### src/hw/rtl/literal_find_replace_stream_defines.svh
// ----------------------------------------------------------------------------
// literal find/replace stream assertion macros
// shared concurrent assertion forms, clocked on i_clk, off during reset
// ----------------------------------------------------------------------------
`ifndef LITERAL_FIND_REPLACE_STREAM_DEFINES_SVH
`define LITERAL_FIND_REPLACE_STREAM_DEFINES_SVH

`ifndef ASSERT_OFF

`define LFRS_ASSERT_ALWAYS(lbl, cond) \
    lbl: assert property (@(posedge i_clk) disable iff (!i_rst_n) (cond)) \
        else $error("lfrs assertion failed");

`define LFRS_ASSERT_NEXT(lbl, ante, cons) \
    lbl: assert property (@(posedge i_clk) disable iff (!i_rst_n) (ante) |=> (cons)) \
        else $error("lfrs assertion failed");

`else

`define LFRS_ASSERT_ALWAYS(lbl, cond)

`define LFRS_ASSERT_NEXT(lbl, ante, cons)

`endif

`endif

### src/hw/rtl/lfrs_pkg.sv
// ----------------------------------------------------------------------------
// lfrs_pkg
// types, register codes and size defaults of the literal find/replace stream
// ----------------------------------------------------------------------------
package lfrs_pkg;

    localparam int PLEN_DEF  = 8;
    localparam int RLEN_DEF  = 8;
    localparam int BYTE_W    = 8;
    localparam int LEN_W     = 4;
    localparam int REG_W     = 64;
    localparam int CFG_IDX_W = 2;

    localparam logic [CFG_IDX_W-1:0] REG_PATTERN_BYTES = 2'd0;
    localparam logic [CFG_IDX_W-1:0] REG_PATTERN_LEN   = 2'd1;
    localparam logic [CFG_IDX_W-1:0] REG_REPLACE_BYTES = 2'd2;
    localparam logic [CFG_IDX_W-1:0] REG_REPLACE_LEN   = 2'd3;

    typedef struct packed {
        logic [BYTE_W-1:0] in_byte;
        logic              text_end;
    } t_in_item;

    typedef struct packed {
        logic [BYTE_W-1:0] out_byte;
        logic              run_last;
    } t_out_item;

endpackage

### src/hw/rtl/literal_find_replace_stream.sv
// results of an accepted transaction are registered and appear in the cycle after acceptance
// throughput: one input transaction per cycle while each yields at most one byte and the output is not stalled
// an n-byte transaction holds the input while its bytes drain, one per cycle unless stalled
// reset clears configuration, window fill and the output run; window bytes are not reset
// ----------------------------------------------------------------------------
// literal_find_replace_stream
// streaming literal find and replace with a pattern window and an output run
// buffer that, unless the receiver stalls, drains one byte per cycle
// ----------------------------------------------------------------------------
`include "literal_find_replace_stream_defines.svh"

module literal_find_replace_stream
    import lfrs_pkg::*;
#(
    parameter int PLEN = PLEN_DEF,
    parameter int RLEN = RLEN_DEF
) (
    input  logic                 i_clk,
    input  logic                 i_rst_n,
    input  logic                 i_in_valid,
    output logic                 o_in_ready,
    input  t_in_item             i_in_data,
    output logic                 o_out_valid,
    input  logic                 i_out_ready,
    output t_out_item            o_out_data,
    input  logic                 i_cfg_we,
    input  logic [CFG_IDX_W-1:0] i_cfg_idx,
    input  logic [REG_W-1:0]     i_cfg_data
);

    localparam int OUT_DEPTH = (PLEN > RLEN) ? PLEN : RLEN;
    localparam int FW        = $clog2(PLEN + 1);
    localparam int CW        = $clog2(OUT_DEPTH + 1);

    logic [REG_W-1:0]  r_pat_bytes;
    logic [LEN_W-1:0]  r_pat_len;
    logic [REG_W-1:0]  r_rep_bytes;
    logic [LEN_W-1:0]  r_rep_len;

    logic [BYTE_W-1:0] r_win [PLEN];
    logic [BYTE_W-1:0] n_win [PLEN];
    logic [FW-1:0]     r_fill;
    logic [FW-1:0]     n_fill;
    logic [BYTE_W-1:0] r_buf [OUT_DEPTH];
    logic [BYTE_W-1:0] n_buf [OUT_DEPTH];
    logic [CW-1:0]     r_cnt;
    logic [CW-1:0]     n_cnt;

    logic [LEN_W-1:0]  plen;
    logic [LEN_W-1:0]  rlen;
    logic [FW-1:0]     f0;
    logic [FW-1:0]     f1;
    logic [BYTE_W-1:0] w_new [PLEN];
    logic              cmp;
    logic              hit;
    logic              in_acc;
    logic              out_acc;
    logic              len_wr;

    assign plen = (r_pat_len > LEN_W'(PLEN)) ? LEN_W'(PLEN) : r_pat_len;
    assign rlen = (r_rep_len > LEN_W'(RLEN)) ? LEN_W'(RLEN) : r_rep_len;

    assign o_in_ready  = (r_cnt == '0) || ((r_cnt == CW'(1)) && i_out_ready);
    assign o_out_valid = (r_cnt != '0);
    assign o_out_data.out_byte = r_buf[0];
    assign o_out_data.run_last = (r_cnt == CW'(1));

    assign in_acc  = i_in_valid && o_in_ready;
    assign out_acc = o_out_valid && i_out_ready;
    assign len_wr  = i_cfg_we && (i_cfg_idx == REG_PATTERN_LEN);

    // window with the new byte placed at the fill position, and its compare against the pattern
    always_comb begin
        f0 = (LEN_W'(r_fill) >= plen) ? '0 : r_fill;
        f1 = f0 + FW'(1);
        for (int j = 0; j < PLEN; j++) begin
            w_new[j] = (f0 == FW'(j)) ? i_in_data.in_byte : r_win[j];
        end
        cmp = (LEN_W'(f1) == plen);
        hit = 1'b1;
        for (int j = 0; j < PLEN; j++) begin
            if ((LEN_W'(j) < plen) && (w_new[j] != r_pat_bytes[BYTE_W*j +: BYTE_W])) begin
                hit = 1'b0;
            end
        end
    end

    always_comb begin
        n_win  = r_win;
        n_fill = r_fill;
        n_buf  = r_buf;
        n_cnt  = r_cnt;
        if (out_acc) begin
            for (int j = 0; j < OUT_DEPTH - 1; j++) begin
                n_buf[j] = r_buf[j+1];
            end
            n_cnt = r_cnt - CW'(1);
        end
        if (in_acc) begin
            if (plen == '0) begin
                n_buf[0] = i_in_data.in_byte;
                n_cnt    = CW'(1);
                n_fill   = '0;
            end else if (cmp && hit) begin
                for (int j = 0; j < OUT_DEPTH; j++) begin
                    n_buf[j] = (j < RLEN) ? r_rep_bytes[BYTE_W*j +: BYTE_W] : '0;
                end
                n_cnt  = CW'(rlen);
                n_fill = '0;
            end else begin
                for (int j = 0; j < OUT_DEPTH; j++) begin
                    n_buf[j] = (j < PLEN) ? w_new[j] : '0;
                end
                if (cmp) begin
                    // no match: oldest byte leaves, window shifts down
                    for (int j = 0; j < PLEN - 1; j++) begin
                        n_win[j] = w_new[j+1];
                    end
                    n_win[PLEN-1] = w_new[PLEN-1];
                    n_cnt  = i_in_data.text_end ? CW'(plen) : CW'(1);
                    n_fill = i_in_data.text_end ? '0 : f1 - FW'(1);
                end else begin
                    n_win  = w_new;
                    n_cnt  = i_in_data.text_end ? CW'(f1) : '0;
                    n_fill = i_in_data.text_end ? '0 : f1;
                end
            end
        end
        if (len_wr) begin
            n_fill = '0;
        end
    end

    always_ff @(posedge i_clk) begin
        if (!i_rst_n) begin
            r_fill <= '0;
            r_cnt  <= '0;
        end else begin
            r_fill <= n_fill;
            r_cnt  <= n_cnt;
        end
    end

    always_ff @(posedge i_clk) begin
        r_win <= n_win;
        r_buf <= n_buf;
    end

    // configuration registers
    always_ff @(posedge i_clk) begin
        if (!i_rst_n) begin
            r_pat_bytes <= '0;
            r_pat_len   <= '0;
            r_rep_bytes <= '0;
            r_rep_len   <= '0;
        end else if (i_cfg_we) begin
            unique case (i_cfg_idx)
                REG_PATTERN_BYTES: r_pat_bytes <= i_cfg_data;
                REG_PATTERN_LEN:   r_pat_len   <= i_cfg_data[LEN_W-1:0];
                REG_REPLACE_BYTES: r_rep_bytes <= i_cfg_data;
                REG_REPLACE_LEN:   r_rep_len   <= i_cfg_data[LEN_W-1:0];
                default: begin
                end
            endcase
        end
    end

    `LFRS_ASSERT_ALWAYS(a_fill_below_plen, (r_fill == '0) || (LEN_W'(r_fill) < plen))
    `LFRS_ASSERT_ALWAYS(a_cnt_in_range, r_cnt <= CW'(OUT_DEPTH))
    `LFRS_ASSERT_NEXT(a_end_flushes, in_acc && i_in_data.text_end, r_fill == '0)
    `LFRS_ASSERT_NEXT(a_pass_single, in_acc && (plen == '0), r_cnt == CW'(1))

endmodule

### config.mk
export PLATFORM = sky130hd
export DESIGN_NAME = literal_find_replace_stream
export DESIGN_NICKNAME = d
export VERILOG_FILES = /design/src/hw/rtl/lfrs_pkg.sv /design/src/hw/rtl/literal_find_replace_stream.sv
export VERILOG_INCLUDE_DIRS = /design/src /design/src/hw/rtl
export SDC_FILE = /design/constraint.sdc
export NUM_CORES = 1
export LEC_CHECK = 0
export BUFFER_PORTS_ARGS = -buffer_cell sky130_fd_sc_hd__buf_2
export CORE_UTILIZATION = 39
export DETAILED_ROUTE_END_ITERATION = 6
export GPL_TIMING_DRIVEN = 0
export PLACE_DENSITY = 0.64
export SETUP_SLACK_MARGIN = 0.15
export SYNTH_ARGS = -nofsm -noshare
export SYNTH_HDL_FRONTEND = slang
export SYNTH_SLANG_ARGS = --single-unit
### constraint.sdc
create_clock -name i_clk -period 8.9 [get_ports i_clk]
set_input_delay 0.445 -clock i_clk [delete_from_list [all_inputs] [get_ports i_clk]]
set_output_delay 0.445 -clock i_clk [all_outputs]
set_load 0.02 [all_outputs]
## Word-level counts from Yosys, hierarchy flattened

Index checks and enable logic that the tools add are counted.

| storage, ports and cells | value |
|---|---|
| output and inout bits | 11 |
| flip-flop bits (word level) | 272 |

| operators by class | value |
|---|---|
| reduce and logical (&&, ||, !) cells | 27 |
| bitwise operators | 3 |
| add/subtract/negate cells | 3 |
| mux-type cells | 37 |
| eq/ne operators | 20 |
| magnitude comparators | 11 |

Operator list:

| kind | count |
|---|---|
| $mux 64 | 3 |
| $mux 56 | 2 |
| $mux 8 | 9 |
| $ne 8x8->1 | 8 |
| $mux 4 | 15 |
| $eq 4x3->1 const B | 4 |
| $lt 3x4->1 const A | 4 |
| $logic_and 1x1->1 | 13 |
| $logic_not 4->1 | 3 |
| $reduce_and 2->1 | 5 |
| $eq 4x1->1 const B | 2 |
| $eq 4x2->1 const B | 2 |
| $gt 4x4->1 const B | 2 |
| $lt 1x4->1 const A | 2 |
| $lt 2x4->1 const A | 2 |
| $mux 1 | 8 |
| $sub 4x1->4 const B | 2 |
| $add 4x1->4 const B | 1 |
| $eq 2x2->1 const B | 2 |
| $eq 4x4->1 | 1 |
| $ge 4x4->1 | 1 |
| $reduce_bool 4->1 | 1 |
| $not 1->1 | 3 |
| $reduce_and 3->1 | 1 |
| 5 further kinds | 5 |

## Depth between registers and ports, before layout

Gate-level depths: netlist of run 1.

| depth | value |
|---|---|
| depth in word-level cells | 20 |
| mapped depth | 23 |
| mapped depth without buffers | 18 |

## Least setup slack after synthesis of run 1

Ideal clock, no wire load.

| timing path | value |
|---|---|
| path type | register -> register |
| start point | register r_pat_len[3] |
| end point | register r_win[0] (netlist name), enable pin |
| clock period less this slack | 7,102 ps |
| slack | 1,798 ps |
| setup time | 486 ps |
| path buffers | 4 |
| required time | 8,414 ps |
| cell stages (with the launch flop) | 20 |
| data arrival time | 6,616 ps |
| path through | dfxtp_1 clkbuf_1 nor2b_1 ha_1 nor3b_4 clkbuf_1 o21a_1 nand2_1 inv_1 ha_1 clkbuf_1 nand2_1 mux2i_1 xnor2_1 nor4_1 o211a_1 a41oi_1 nor3_4 buf_2 nor2_1 |

| on the way | value |
|---|---|
| cells in the longest elaborated chain, start to end | 19 |
| elaborated cells on any way between the ends | 59 |
| classes of those cells | add/sub (1); order compare (10); eq/ne (16); mux (18); bitwise (2); reduce/logical (12) |

Ends and longest elaborated chain:

| item | RTL line | text |
|---|---|---|
| start: declaration | literal_find_replace_stream.sv:36 | `logic [LEN_W-1:0] r_pat_len;` |
| start signal: assignment | literal_find_replace_stream.sv:159 | `REG_PATTERN_LEN: r_pat_len <= i_cfg_data[LEN_W-1:0];` |
| $gt 4x4->1 | literal_find_replace_stream.sv:60 | `assign plen = (r_pat_len > LEN_W'(PLEN)) ? LEN_W'(PLEN) : r_pat_len;` |
| $mux 4 * | literal_find_replace_stream.sv:60 |  |
| $ge 4x4->1 | literal_find_replace_stream.sv:74 | `f0 = (LEN_W'(r_fill) >= plen) ? '0 : r_fill;` |
| $mux 4 | literal_find_replace_stream.sv:74 |  |
| $logic_not 4->1 | literal_find_replace_stream.sv:77 | `w_new[j] = (f0 == FW'(j)) ? i_in_data.in_byte : r_win[j];` |
| $mux 8 | literal_find_replace_stream.sv:77 |  |
| $ne 8x8->1 | literal_find_replace_stream.sv:82 | `if ((LEN_W'(j) < plen) && (w_new[j] != r_pat_bytes[BYTE_W*j +: BYTE_W])) begin` |
| $logic_and 1x1->1 | literal_find_replace_stream.sv:82 |  |
| $mux 1 (8 in series) | literal_find_replace_stream.sv:82 |  |
| $logic_and 1x1->1 | literal_find_replace_stream.sv:104 | `end else if (cmp && hit) begin` |
| $not 1->1 (no line) | n/a |  |
| $reduce_and 3->1 (no line) * | n/a |  |
| end signal: assignment | literal_find_replace_stream.sv:145 | `r_win <= n_win;` |
| end: declaration | literal_find_replace_stream.sv:40 | `logic [BYTE_W-1:0] r_win [PLEN];` |

Every way passes the cells marked *; elsewhere a longest branch is shown, timed or not.
A chain may end at the register's enable or synchronous reset.

## Worst setup path after layout of run 1

| timing path | value |
|---|---|
| start point | register r_pat_len[3] |
| end point | register r_win[53] (netlist name), enable pin |

The elaborated chain is that of the path after synthesis.

==> run_results.csv, run 1 <==
group,metric,value,unit
clocking,cts_made_buffers,30,
floorplan,die_h,192.5,um
cells_and_area,design_area,0.01622,mm^2
logic_synthesis,synth.area.top_cells,"dfxtp_1 27%, edfxtp_1 17%, nand2_1 10%",
cells_and_area,drive_gt1_share,11.79,%
clocking,ctsHoldBuffers,0,
run_status,violations,"design-rule violations",
logic_synthesis,synth_warnings,0,
floorplan,core,0.03566,mm^2
clocking,h-tree-depth,1,
logic_synthesis,yosys.area.top_type,"dfxtp_1",
global_route,grt-ovfl-total,0,
setup_path,cp_common_cell,"clkbuf_1",
routing,wirelength,47.59,mm
timing,max_freq,136.4,MHz
place,hpwl,35.66,mm
clocking,post_cts_resized,0,
logic_synthesis,syn_area,0.01416,mm^2
clocking,clk_pin_slew_worst_paths,0.06,ns
routing,post-route-drc-count,36,
timing,hold_viol_final,0,
cells_and_area,instances_no_fill,2201,
timing,period_share,82.39,%
cells_and_area,syn_to_final_growth,14.52,%
setup_path,critPathMaxStageDelay,0.75,ns
global_route,grt_max_degree,33,
timing,worst_slew_pin_slew,1.260,ns
setup_path,start_kind,"flop",
clocking,cts_tree,"done",
pwr,peakVddDrop,0.1647,mV
logic_synthesis,async_reset_ff_share,0,%
logic_synthesis,avgSynthCellArea,8.883,um^2
routing,drt-initial-drc-count,1175,
timing,finClkSkew,0.01500,ns
pwr,p_total,0.003750,W
timing,fin_crit,7.333,ns
setup_path,crit_slowest_cell,"nor4_1",
place,io_buffers,87,
timing,finalSetupViolCount,0,
hold_path,hp-class,"input port to flop",
clocking,root_buffer,"clkbuf_16",
clocking,clk_latency,0.58,ns
timing,relSlewSlack,16.02,%
logic_synthesis,synth_compound_area_share,15.18,%
setup_path,critical_path_arrival,7.64,ns
logic_synthesis,synth_mux_area_share,11.88,%
logic_synthesis,synthTopCellsByCount,"393 x nand2_1, 192 x dfxtp_1, 128 x a21boi_0",
place,place_congestion,0.9570,
floorplan,dieArea,0.03707,mm^2
global_route,antenna_found_initial,1,
logic_synthesis,synth_top_family_by_area,"simple AND/OR/NAND/NOR gates",
timing,rsz0062_at_grt,"no",
setup_path,cp_max_fo,32,
run_status,status,"complete, but fails checks",
floorplan,io_pins,91,
global_route,grt_first_pass_wirelength,70.84,mm
logic_synthesis,syn-num-nets,1684,
clocking,cts_setup_buffers,0,
floorplan,initial_core_util,39.71,%
pwr,p_leak,5.963,nW
logic_synthesis,syn_inst,1594,
setup_path,cp.required,9.21,ns
timing,finalMaxSlewViolations,0,
routing,ant_nets,0,
setup_path,crit_type,"flop to flop",
logic_synthesis,yosysSeqAreaShare,44.11,%
global_route,grt.total_usage,25.73,%
routing,wl_per_cell,21.62,um
floorplan,die_w,192.5,um
logic_synthesis,synthFlopType,"dfxtp_1",
pwr,power_density,231.2,mW/mm^2
logic_synthesis,synth_cell_type_count,66,
routing,viasPerCell,5.502,
setup_path,path_cells,"clkbuf_1 -> nor2b_1 -> ha_1 -> nor3b_4 -> clkbuf_1 -> o21a_1 -> nand2_1 -> inv_1 -> ha_1 -> clkbuf_1 -> nand2_1 -> mux2i_1 -> xnor2_1 -> nor4_1 -> o211a_1 -> a41oi_1 -> nor3_4 -> buf_2 -> nor2_4 -> buf_12 -> buf_12",
logic_synthesis,synth_most_common_cell,"nand2_1",
floorplan,num_rows,69,
logic_synthesis,synth_xor_area_share,4.330,%
place,placedCellCount,2144,
global_route,grt_pass1_vias,11360,
flow_run,timing.max_cap.violations,0,
logic_synthesis,synth-edff-count,80,
logic_synthesis,yosys_register_bits,272,
routing,dr.pass1.iters,7,
clocking,cts_sinks,272,
place,dpl-instance-area,0.01522,mm^2
routing,vias,12110,
setup_path,cp-end-kind,"flop",
logic_synthesis,synth_top_area_share,27.15,%
logic_synthesis,synth_fa_ha_area_share,0.8836,%
logic_synthesis,synth_simple_gate_area_share,18.30,%
cells_and_area,fin_util,45.48,%
clocking,clock_path_buffers,3,
cells_and_area,finalNetCount,1805,
-- cell usage in the layout (no fill, tap or decap), types with 8 or more instances in the layout --
cell         n
nand3_1      9
o2111ai_1   13
nor2_1      55
xnor2_1     53
o211ai_1    13
dfxtp_1    192
mux2_2      41
o22ai_1     29
mux2i_1    122
nor4_1       9
clkbuf_16   32
buf_4        9
and3_1      46
ha_1        10
a21oi_1     75
inv_1       58
nand2b_1    21
clkbuf_1    99
nand2_1    393
o21ai_0     13
xor2_1      17
buf_2       91
a21boi_0   128
edfxtp_1    80
buf_1        8
nor2b_1      9
nand4_1      8
-- cell families after synthesis --
family | count (synthesis)
XOR/XNOR | 70
multiplexers | 163
adder cells (fa/ha/maj) | 10
flip-flops | 272
buffers and inverters | 176
AO/OA/AOI/OAI | 316
AND/OR/NAND/NOR | 587
-- power breakdown --
group,switching (W),internal (W),total [W]
Clock,0.000525,0.000739,0.00126
Combinational,0.000529,0.000352,0.000881
Sequential,0.000125,0.00148,0.00160
Total,0.00118,0.00257,0.00375
-- cell type report --
type / count / area (um^2)
Fill cell: 3479 / 19440
Multi-Input combinational cell: 1146 / 7169
Sequential cell: 272 / 6246
Clock buffer: 44 / 875.8
Tap cell: 461 / 576.8
Buffer: 117 / 530.5
Timing Repair Buffer: 89 / 475.5
Inverter: 59 / 221.5
Clock inverter: 12 / 117.6
Antenna cell: 1 / 2.502
-- critical path, delay by kind of cell, from the launching register on --
kind	cells	cell delay, ns
AND/OR/NAND/NOR	7	2.73
XOR/XNOR	1	0.12
AO/OA/AOI/OAI	3	0.81
buffers and inverters	7	2.00
adder cells (fa/ha/maj)	2	0.47
multiplexers	1	0.58
flip-flops	1	0.30
-- worst paths after layout --
path         cells past startpoint                    startpoint  slack (ns)                           end
min reg2reg                      2  r_rep_bytes[47]$_SDFFE_PN0P_        0.46  r_rep_bytes[47]$_SDFFE_PN0P_
max                             21     r_pat_len[3]$_SDFFE_PN0P_        1.57           r_win[53]$_DFFE_PP_
min                              3                i_cfg_data[36]        0.13  r_rep_bytes[36]$_SDFFE_PN0P_
max reg2reg                     21     r_pat_len[3]$_SDFFE_PN0P_        1.57           r_win[53]$_DFFE_PP_
-- metal layers --
layer	track usage, %	wire, um
met2	40.32	21060
met3	4.201	3854
met4	8.207	1576
met1	35.94	21100
met5	0	0
-- registers in the layout, indices dropped and copies added, names as in the netlist --
| register | flops |
|---|---|
| o_out_data | 8 |
| r_buf | 56 |
| r_cnt | 4 |
| r_fill | 4 |
| r_pat_bytes | 64 |
| r_pat_len | 4 |
| r_rep_bytes | 64 |
| r_rep_len | 4 |
| r_win | 64 |
-- stage by stage --
step	setup WS, ns	hold WS (ns)	setup TNS (ns)
after floorplan	1.798	0.4383	0
after global placement	-1.238	0.4530	-78.67
after detailed placement	1.744	0.4570	0
after CTS	1.706	0.1245	0
after global routing	1.240	0.1366	0
final	1.567	0.1305	0
No activity file was read; power rests on OpenSTA's default activity.
==> run 2: changes to the inputs <==
==> constraint.sdc (replaced) <==
create_clock -name i_clk -period 6.8 [get_ports i_clk]
set_input_delay 0.34 -clock i_clk [delete_from_list [all_inputs] [get_ports i_clk]]
set_output_delay 0.34 -clock i_clk [all_outputs]
set_load 0.02 [all_outputs]
==> run_results.csv, run 2 (synthesis gave the netlist of run 1 again) <==
group,metric,value,unit
timing,finalSetupViolCount,0,
timing,rsz0062_at_grt,"no",
setup_path,rrSetupSlack,0.36,ns
floorplan,die_h,192.5,um
pwr,p_total,0.004831,W
routing,drt-initial-drc-count,1402,
global_route,grt_max_degree,33,
global_route,grt_first_pass_wirelength,69.52,mm
place,hpwl,34.71,mm
routing,wirelength,46.25,mm
timing,tns,0,ns
cells_and_area,layout_commonest_cell,"nand2_1",
timing,finalMaxSlewViolations,0,
global_route,antenna_found_initial,0,
floorplan,io_pins,91,
setup_path,crit_buf_inv,6,
setup_path,cp_top_family,"simple AND/OR/NAND/NOR gates",
setup_path,cp-end-kind,"flop",
routing,post-route-drc-count,16,
pwr,peakVddDrop,0.2328,mV
floorplan,core,0.03566,mm^2
floorplan,dieArea,0.03707,mm^2
place,place_congestion,0.9669,
setup_path,cp.required,7.06,ns
timing,worst_slew_pin_slew,1.085,ns
routing,wl_per_cell,21.02,um
floorplan,die_w,192.5,um
pwr,p_leak,5.944,nW
clocking,clk_pin_slew_worst_paths,0.06,ns
clocking,clock_path_buffers,3,
routing,viasPerCell,5.571,
global_route,grt.total_usage,24.99,%
setup_path,crit_type,"flop to flop",
clocking,h-tree-depth,1,
cells_and_area,drive_gt1_share,12.31,%
timing,period_share,94.69,%
global_route,grt-ovfl-total,0,
routing,vias,12260,
hold_path,min_from,"i_cfg_data[58]",
routing,dr.pass1.iters,7,
clocking,cts_setup_buffers,0,
timing,fin_crit,6.439,ns
cells_and_area,top_regs,"r_pat_bytes: 64 flops, r_rep_bytes: 64 flops, r_win: 64 flops",
clocking,cts_made_buffers,30,
setup_path,path_cells,"clkbuf_2 -> nor2b_1 -> ha_1 -> nor3b_4 -> clkbuf_2 -> o21a_1 -> nand2_1 -> inv_1 -> ha_1 -> clkbuf_1 -> nand2_1 -> mux2i_1 -> xor2_1 -> nand4_1 -> a21oi_1 -> a41oi_1 -> nor3_4 -> buf_6 -> buf_8 -> mux2i_1 -> a21oi_1",
run_status,violations,"design-rule violations",
flow_run,timing.max_cap.violations,0,
setup_path,timing.rr.end,"o_out_data[2]$_DFFE_PP_",
clocking,root_buffer,"clkbuf_16",
floorplan,initial_core_util,39.71,%
hold_path,hp-class,"input port to flop",
setup_path,reg2reg_from,"r_pat_len[3]$_SDFFE_PN0P_",
setup_path,crit_slowest_cell,"mux2i_1",
global_route,grt_pass1_vias,11500,
clocking,cts_tree,"done",
floorplan,num_rows,69,
timing,relSlewSlack,27.65,%
place,io_buffers,87,
setup_path,critical_path_arrival,6.70,ns
timing,max_freq,155.3,MHz
setup_path,start_kind,"flop",
timing,hold_viol_final,0,
timing,finClkSkew,0.01886,ns
cells_and_area,fin_util,45.45,%
clocking,cts_sinks,272,
cells_and_area,finalNetCount,1805,
clocking,clk_latency,0.57,ns
cells_and_area,design_area,0.01621,mm^2
run_status,status,"complete, but fails checks",
place,dpl-instance-area,0.01522,mm^2
routing,ant_nets,0,
hold_path,holdPathEnd,"r_pat_bytes[58]$_SDFFE_PN0P_",
cells_and_area,final_cell_mix,"392 x nand2_1, 192 x dfxtp_1, 128 x a21boi_0",
pwr,power_density,298.1,mW/mm^2
setup_path,cp_max_fo,10,
cells_and_area,diodes,0,
setup_path,rr_worst_depth,21,
setup_path,critPathMaxStageDelay,0.59,ns
cells_and_area,syn_to_final_growth,14.46,%
clocking,ctsHoldBuffers,0,
hold_path,holdPathStages,3,
[run 2: cell types whose count changed in the layout (fill, tap and decap cells not counted), moves of 2 or more]
cell,before,now
clkbuf_1,99,95
clkbuf_2,0,6
nor4_2,0,2
mux2i_2,0,2
mux2i_1,122,120
nor4_1,9,7
inv_4,2,0
[run 2: final cells by class]
class	count	area [um^2]
buffer	117	540.5
clock buffer	46	872.1
clock inverter	10	77.57
fill	3478	19450
inverter	59	221.5
multi-input combinational	1146	7197
sequential	272	6246
tap	461	576.8
timing repair buffer	89	475.5
[run 2: worst max-delay path by stage]
stage | startpoint | endpoint | slack (ns) | depth (start not counted)
2_1_floorplan | r_pat_len[3]$_SDFFE_PN0P_ | r_win[0]$_DFFE_PP_ | 0.78 | 19
3_3_place_gp | r_pat_len[3]$_SDFFE_PN0P_ | r_win[61]$_DFFE_PP_ | -1.51 | 20
3_5_place_dp | r_pat_len[3]$_SDFFE_PN0P_ | r_buf[6]$_DFFE_PP_ | -0.11 | 20
4_1_cts | r_pat_len[3]$_SDFFE_PN0P_ | r_buf[6]$_DFFE_PP_ | 0.19 | 21
5_1_grt | r_pat_len[3]$_SDFFE_PN0P_ | r_buf[53]$_DFF_P_ | 0.15 | 21
6_report | r_pat_len[3]$_SDFFE_PN0P_ | o_out_data[2]$_DFFE_PP_ | 0.36 | 21
[run 2: routing by layer]
| metal | routed length [um] | GRT usage [%] |
|---|---|---|
| met5 | 0 | 0 |
| met1 | 19740 | 34.17 |
| met3 | 4092 | 3.801 |
| met4 | 1772 | 9.873 |
| met2 | 20640 | 39.43 |
[run 2: worst reg2reg max path: stages (launching register included)]
cell and delay, ns:
dfxtp_1 0.29, clkbuf_2 0.20, nor2b_1 0.37, ha_1 0.33
nor3b_4 0.38, clkbuf_2 0.31, o21a_1 0.27, nand2_1 0.13
inv_1 0.11, ha_1 0.36, clkbuf_1 0.45, nand2_1 0.36
mux2i_1 0.59, xor2_1 0.19, nand4_1 0.25, a21oi_1 0.19
a41oi_1 0.18, nor3_4 0.39, buf_6 0.26, buf_8 0.20
mux2i_1 0.20, a21oi_1 0.12
[run 2: where the power goes]
part / total [W] / internal [W] / leakage [nW] / switching [W]
Combinational: 0.00115 / 0.000461 / 3.21 / 0.000686
Clock: 0.00158 / 0.000916 / 0.463 / 0.000668
Sequential: 0.00210 / 0.00194 / 2.27 / 0.000163
[run 2: timing repair]
action / CTS / global route
endpoints found under the hold margin: 0 / 0
endpoints found under the setup margin: 124 / 148
gates resized for setup: 5 / 14
[run 2: per-stage QoR]
stage          setup WS, ns  instances  hold slack [ns]
2_1_floorplan        0.7779       1594           0.4383
4_1_cts              0.1932       2200          0.02403
3_5_place_dp        -0.1099       2144           0.4553
5_1_grt              0.1515       2200          0.03265
6_report             0.3613       2200          0.03583
3_3_place_gp         -1.508       2142           0.4512
==> run 3: changes to the inputs <==
--- a/config.mk
+++ b/config.mk
@@ -7,10 +7,10 @@
 export NUM_CORES = 1
 export LEC_CHECK = 0
 export BUFFER_PORTS_ARGS = -buffer_cell sky130_fd_sc_hd__buf_2
-export CORE_UTILIZATION = 39
+export CORE_UTILIZATION = 55
 export DETAILED_ROUTE_END_ITERATION = 6
 export GPL_TIMING_DRIVEN = 0
-export PLACE_DENSITY = 0.64
+export PLACE_DENSITY = 0.82
 export SETUP_SLACK_MARGIN = 0.15
 export SYNTH_ARGS = -nofsm -noshare
 export SYNTH_HDL_FRONTEND = slang
==> run_results.csv, run 3 (synthesis gave the netlist of run 1 again) <==
group,metric,value,unit
setup_path,crit_start,"r_pat_len[3]$_SDFFE_PN0P_",
timing,finalSetupViolCount,0,
hold_path,min_from,"i_cfg_data[15]",
pwr,power_density,298.8,mW/mm^2
setup_path,critical_path_arrival,6.64,ns
setup_path,cp.required,7.11,ns
place,hpwl,33.19,mm
timing,rsz0062_at_grt,"no",
routing,dr.pass1.iters,5,
floorplan,initial_core_util,56.23,%
timing,tns,0,ns
routing,ant_nets,0,
pwr,p_total,0.004801,W
floorplan,num_rows,58,
hold_path,holdPathStages,3,
routing,vias,12400,
run_status,status,"completed",
place,place_congestion,0.9717,
global_route,grt_use_met2,51.69,%
cells_and_area,syn_to_final_growth,13.48,%
pwr,p_int,0.003271,W
clocking,cts_tree,"done",
global_route,grt.total_usage,34.06,%
timing,worst_slew_pin_slew,1.168,ns
cells_and_area,fin_util,63.81,%
global_route,grt_first_pass_wirelength,67.68,mm
cells_and_area,top_regs,"r_pat_bytes: 64 flops, r_rep_bytes: 64 flops, r_win: 64 flops",
clocking,cts_setup_buffers,0,
floorplan,die_h,162.5,um
timing,finClkSkew,0.01848,ns
cells_and_area,finalNetCount,1804,
timing,max_freq,157.8,MHz
routing,wl_per_cell,21.95,um
pwr,clkPwrFrac,31.9,%
clocking,clk_latency,0.57,ns
setup_path,rr_worst_depth,21,
clocking,h-tree-depth,1,
global_route,top_usage_layer,"met2",
pwr,switching_share,31.87,%
routing,drt-initial-drc-count,1474,
clocking,root_buffer,"clkbuf_16",
floorplan,core,0.02518,mm^2
cells_and_area,ff_latch_area,0.006246,mm^2
setup_path,crit_type,"flop to flop",
cells_and_area,design_area,0.01607,mm^2
setup_path,timing.rr.end,"r_win[63]$_DFFE_PP_",
clocking,clock_path_buffers,3,
place,io_buffers,87,
global_route,grt_max_degree,30,
pwr,p_switching,0.001530,W
routing,wirelength,45.38,mm
timing,finalMaxSlewViolations,0,
global_route,grt_use_met1,46.89,%
cells_and_area,multi_input_area,0.007244,mm^2
floorplan,io_pins,91,
pwr,combPwrFrac,24.3,%
cells_and_area,final_cell_mix,"391 x nand2_1, 192 x dfxtp_1, 128 x a21boi_0",
setup_path,cp_max_fo,29,
global_route,grt_pass1_vias,11630,
hold_path,holdPathEnd,"r_rep_bytes[15]$_SDFFE_PN0P_",
clocking,ctsHoldBuffers,0,
floorplan,die_w,162.5,um
pwr,p_leak,5.914,nW
global_route,antenna_found_initial,2,
setup_path,rrSetupSlack,0.46,ns
cells_and_area,drive_gt1_share,12.85,%
setup_path,start_kind,"flop",
global_route,met3_usage,8.276,%
timing,hold_viol_final,0,
global_route,grt-ovfl-total,0,
pwr,peakVddDrop,0.3349,mV
place,dpl-instance-area,0.01506,mm^2
flow_run,timing.max_cap.violations,0,
routing,viasPerCell,6.000,
clocking,cts_sinks,272,
setup_path,cp-end-kind,"flop",
pwr,seqPwrFrac,43.8,%
setup_path,reg2reg_from,"r_pat_len[3]$_SDFFE_PN0P_",
cells_and_area,fillers,2117,
floorplan,dieArea,0.02639,mm^2
timing,period_share,93.19,%
hold_path,hp-class,"input port to flop",
timing,fin_crit,6.337,ns
clocking,clk_pin_slew_worst_paths,0.06,ns
routing,post-route-drc-count,0,
timing,relSlewSlack,22.14,%
cells_and_area,layout_commonest_cell,"nand2_1",
clocking,cts_made_buffers,29,
-- run 3: changes by cell type in the layout (fill, tap and decap cells not counted), sizes merged --
cell,change
clkbuf,+1
bufinv,-1
clkinvlp,-1
diode,+1
clkinv,-2
-- run 3: power by group through the flow --
stage,registers [W],clock network [W],logic [W]
after floorplan,0.00206,0,0.000814
after global placement,0.00212,0,0.00108
after detailed placement,0.00212,0,0.00112
after CTS,0.00209,0.00153,0.00114
after global routing,0.00211,0.00159,0.00127
final,0.00210,0.00153,0.00117
-- run 3: layer usage --
metal  wire length (um)  vias to the layer above  share of wire (%)
li1                   -                     5730                  -
met1              18820                     5884                 41
met2              19700                      678                 43
met3               5126                      106                 11
met4               1713                        4                3.8
met5                 18                        -              0.040
-- run 3: per-stage QoR --
| stage | setup slack, ns | hold slack (ns) | std cells |
|---|---|---|---|
| after floorplan | 0.7779 | 0.4383 | 1594 |
| after global placement | -1.768 | 0.4528 | 2011 |
| after detailed placement | -0.1883 | 0.4610 | 2013 |
| after CTS | 0.1778 | 0.02466 | 2066 |
| after global routing | 0.2019 | 0.03442 | 2066 |
| final | 0.4628 | 0.02996 | 2067 |
-- run 3: how the worst max path moves through the flow --
| stage | endpoint | slack [ns] | cells past startpoint |
|---|---|---|---|
| 3_5_place_dp | r_win[63]$_DFFE_PP_ | -0.19 | 22 |
| 4_1_cts | r_win[63]$_DFFE_PP_ | 0.18 | 21 |
| 2_1_floorplan | r_win[0]$_DFFE_PP_ | 0.78 | 19 |
| 6_report | r_win[63]$_DFFE_PP_ | 0.46 | 21 |
| 3_3_place_gp | r_win[53]$_DFFE_PP_ | -1.77 | 20 |
| 5_1_grt | r_win[46]$_DFFE_PP_ | 0.20 | 21 |
-- run 3: timing repair --
| item | CTS | global route |
|---|---|---|
| cloned | 0 | 0 |
| pin swaps | 0 | 0 |
| endpoints found under the hold margin | 0 | 0 |
| endpoints found under the setup margin | 73 | 130 |
| gates resized for setup | 8 | 24 |
-- run 3: area by class of cell --
class                      instances  share of cell area, %
clock inverter                     6                 0.2959
buffer                           117                  3.395
tap                              330                  2.570
inverter                          59                  1.378
timing repair buffer              89                  3.006
clock buffer                      47                  5.381
antenna                            1                0.01557
multi-input combinational       1146                  45.09
sequential                       272                  38.87
-- run 3: critical path, stage by stage (launching register included) --
cell and delay, ns:
dfxtp_1 0.30, clkbuf_2 0.19, nor2b_1 0.35, ha_1 0.33
nor3b_4 0.39, clkbuf_2 0.33, o21a_1 0.27, nand2_1 0.13
inv_1 0.12, ha_1 0.38, clkbuf_2 0.36, nand2_2 0.25
mux2i_2 0.39, xor2_1 0.20, nand4_1 0.32, a21oi_1 0.23
a41oi_1 0.18, nor3_4 0.37, clkbuf_4 0.36, nor2_4 0.17
buf_16 0.23, buf_12 0.18
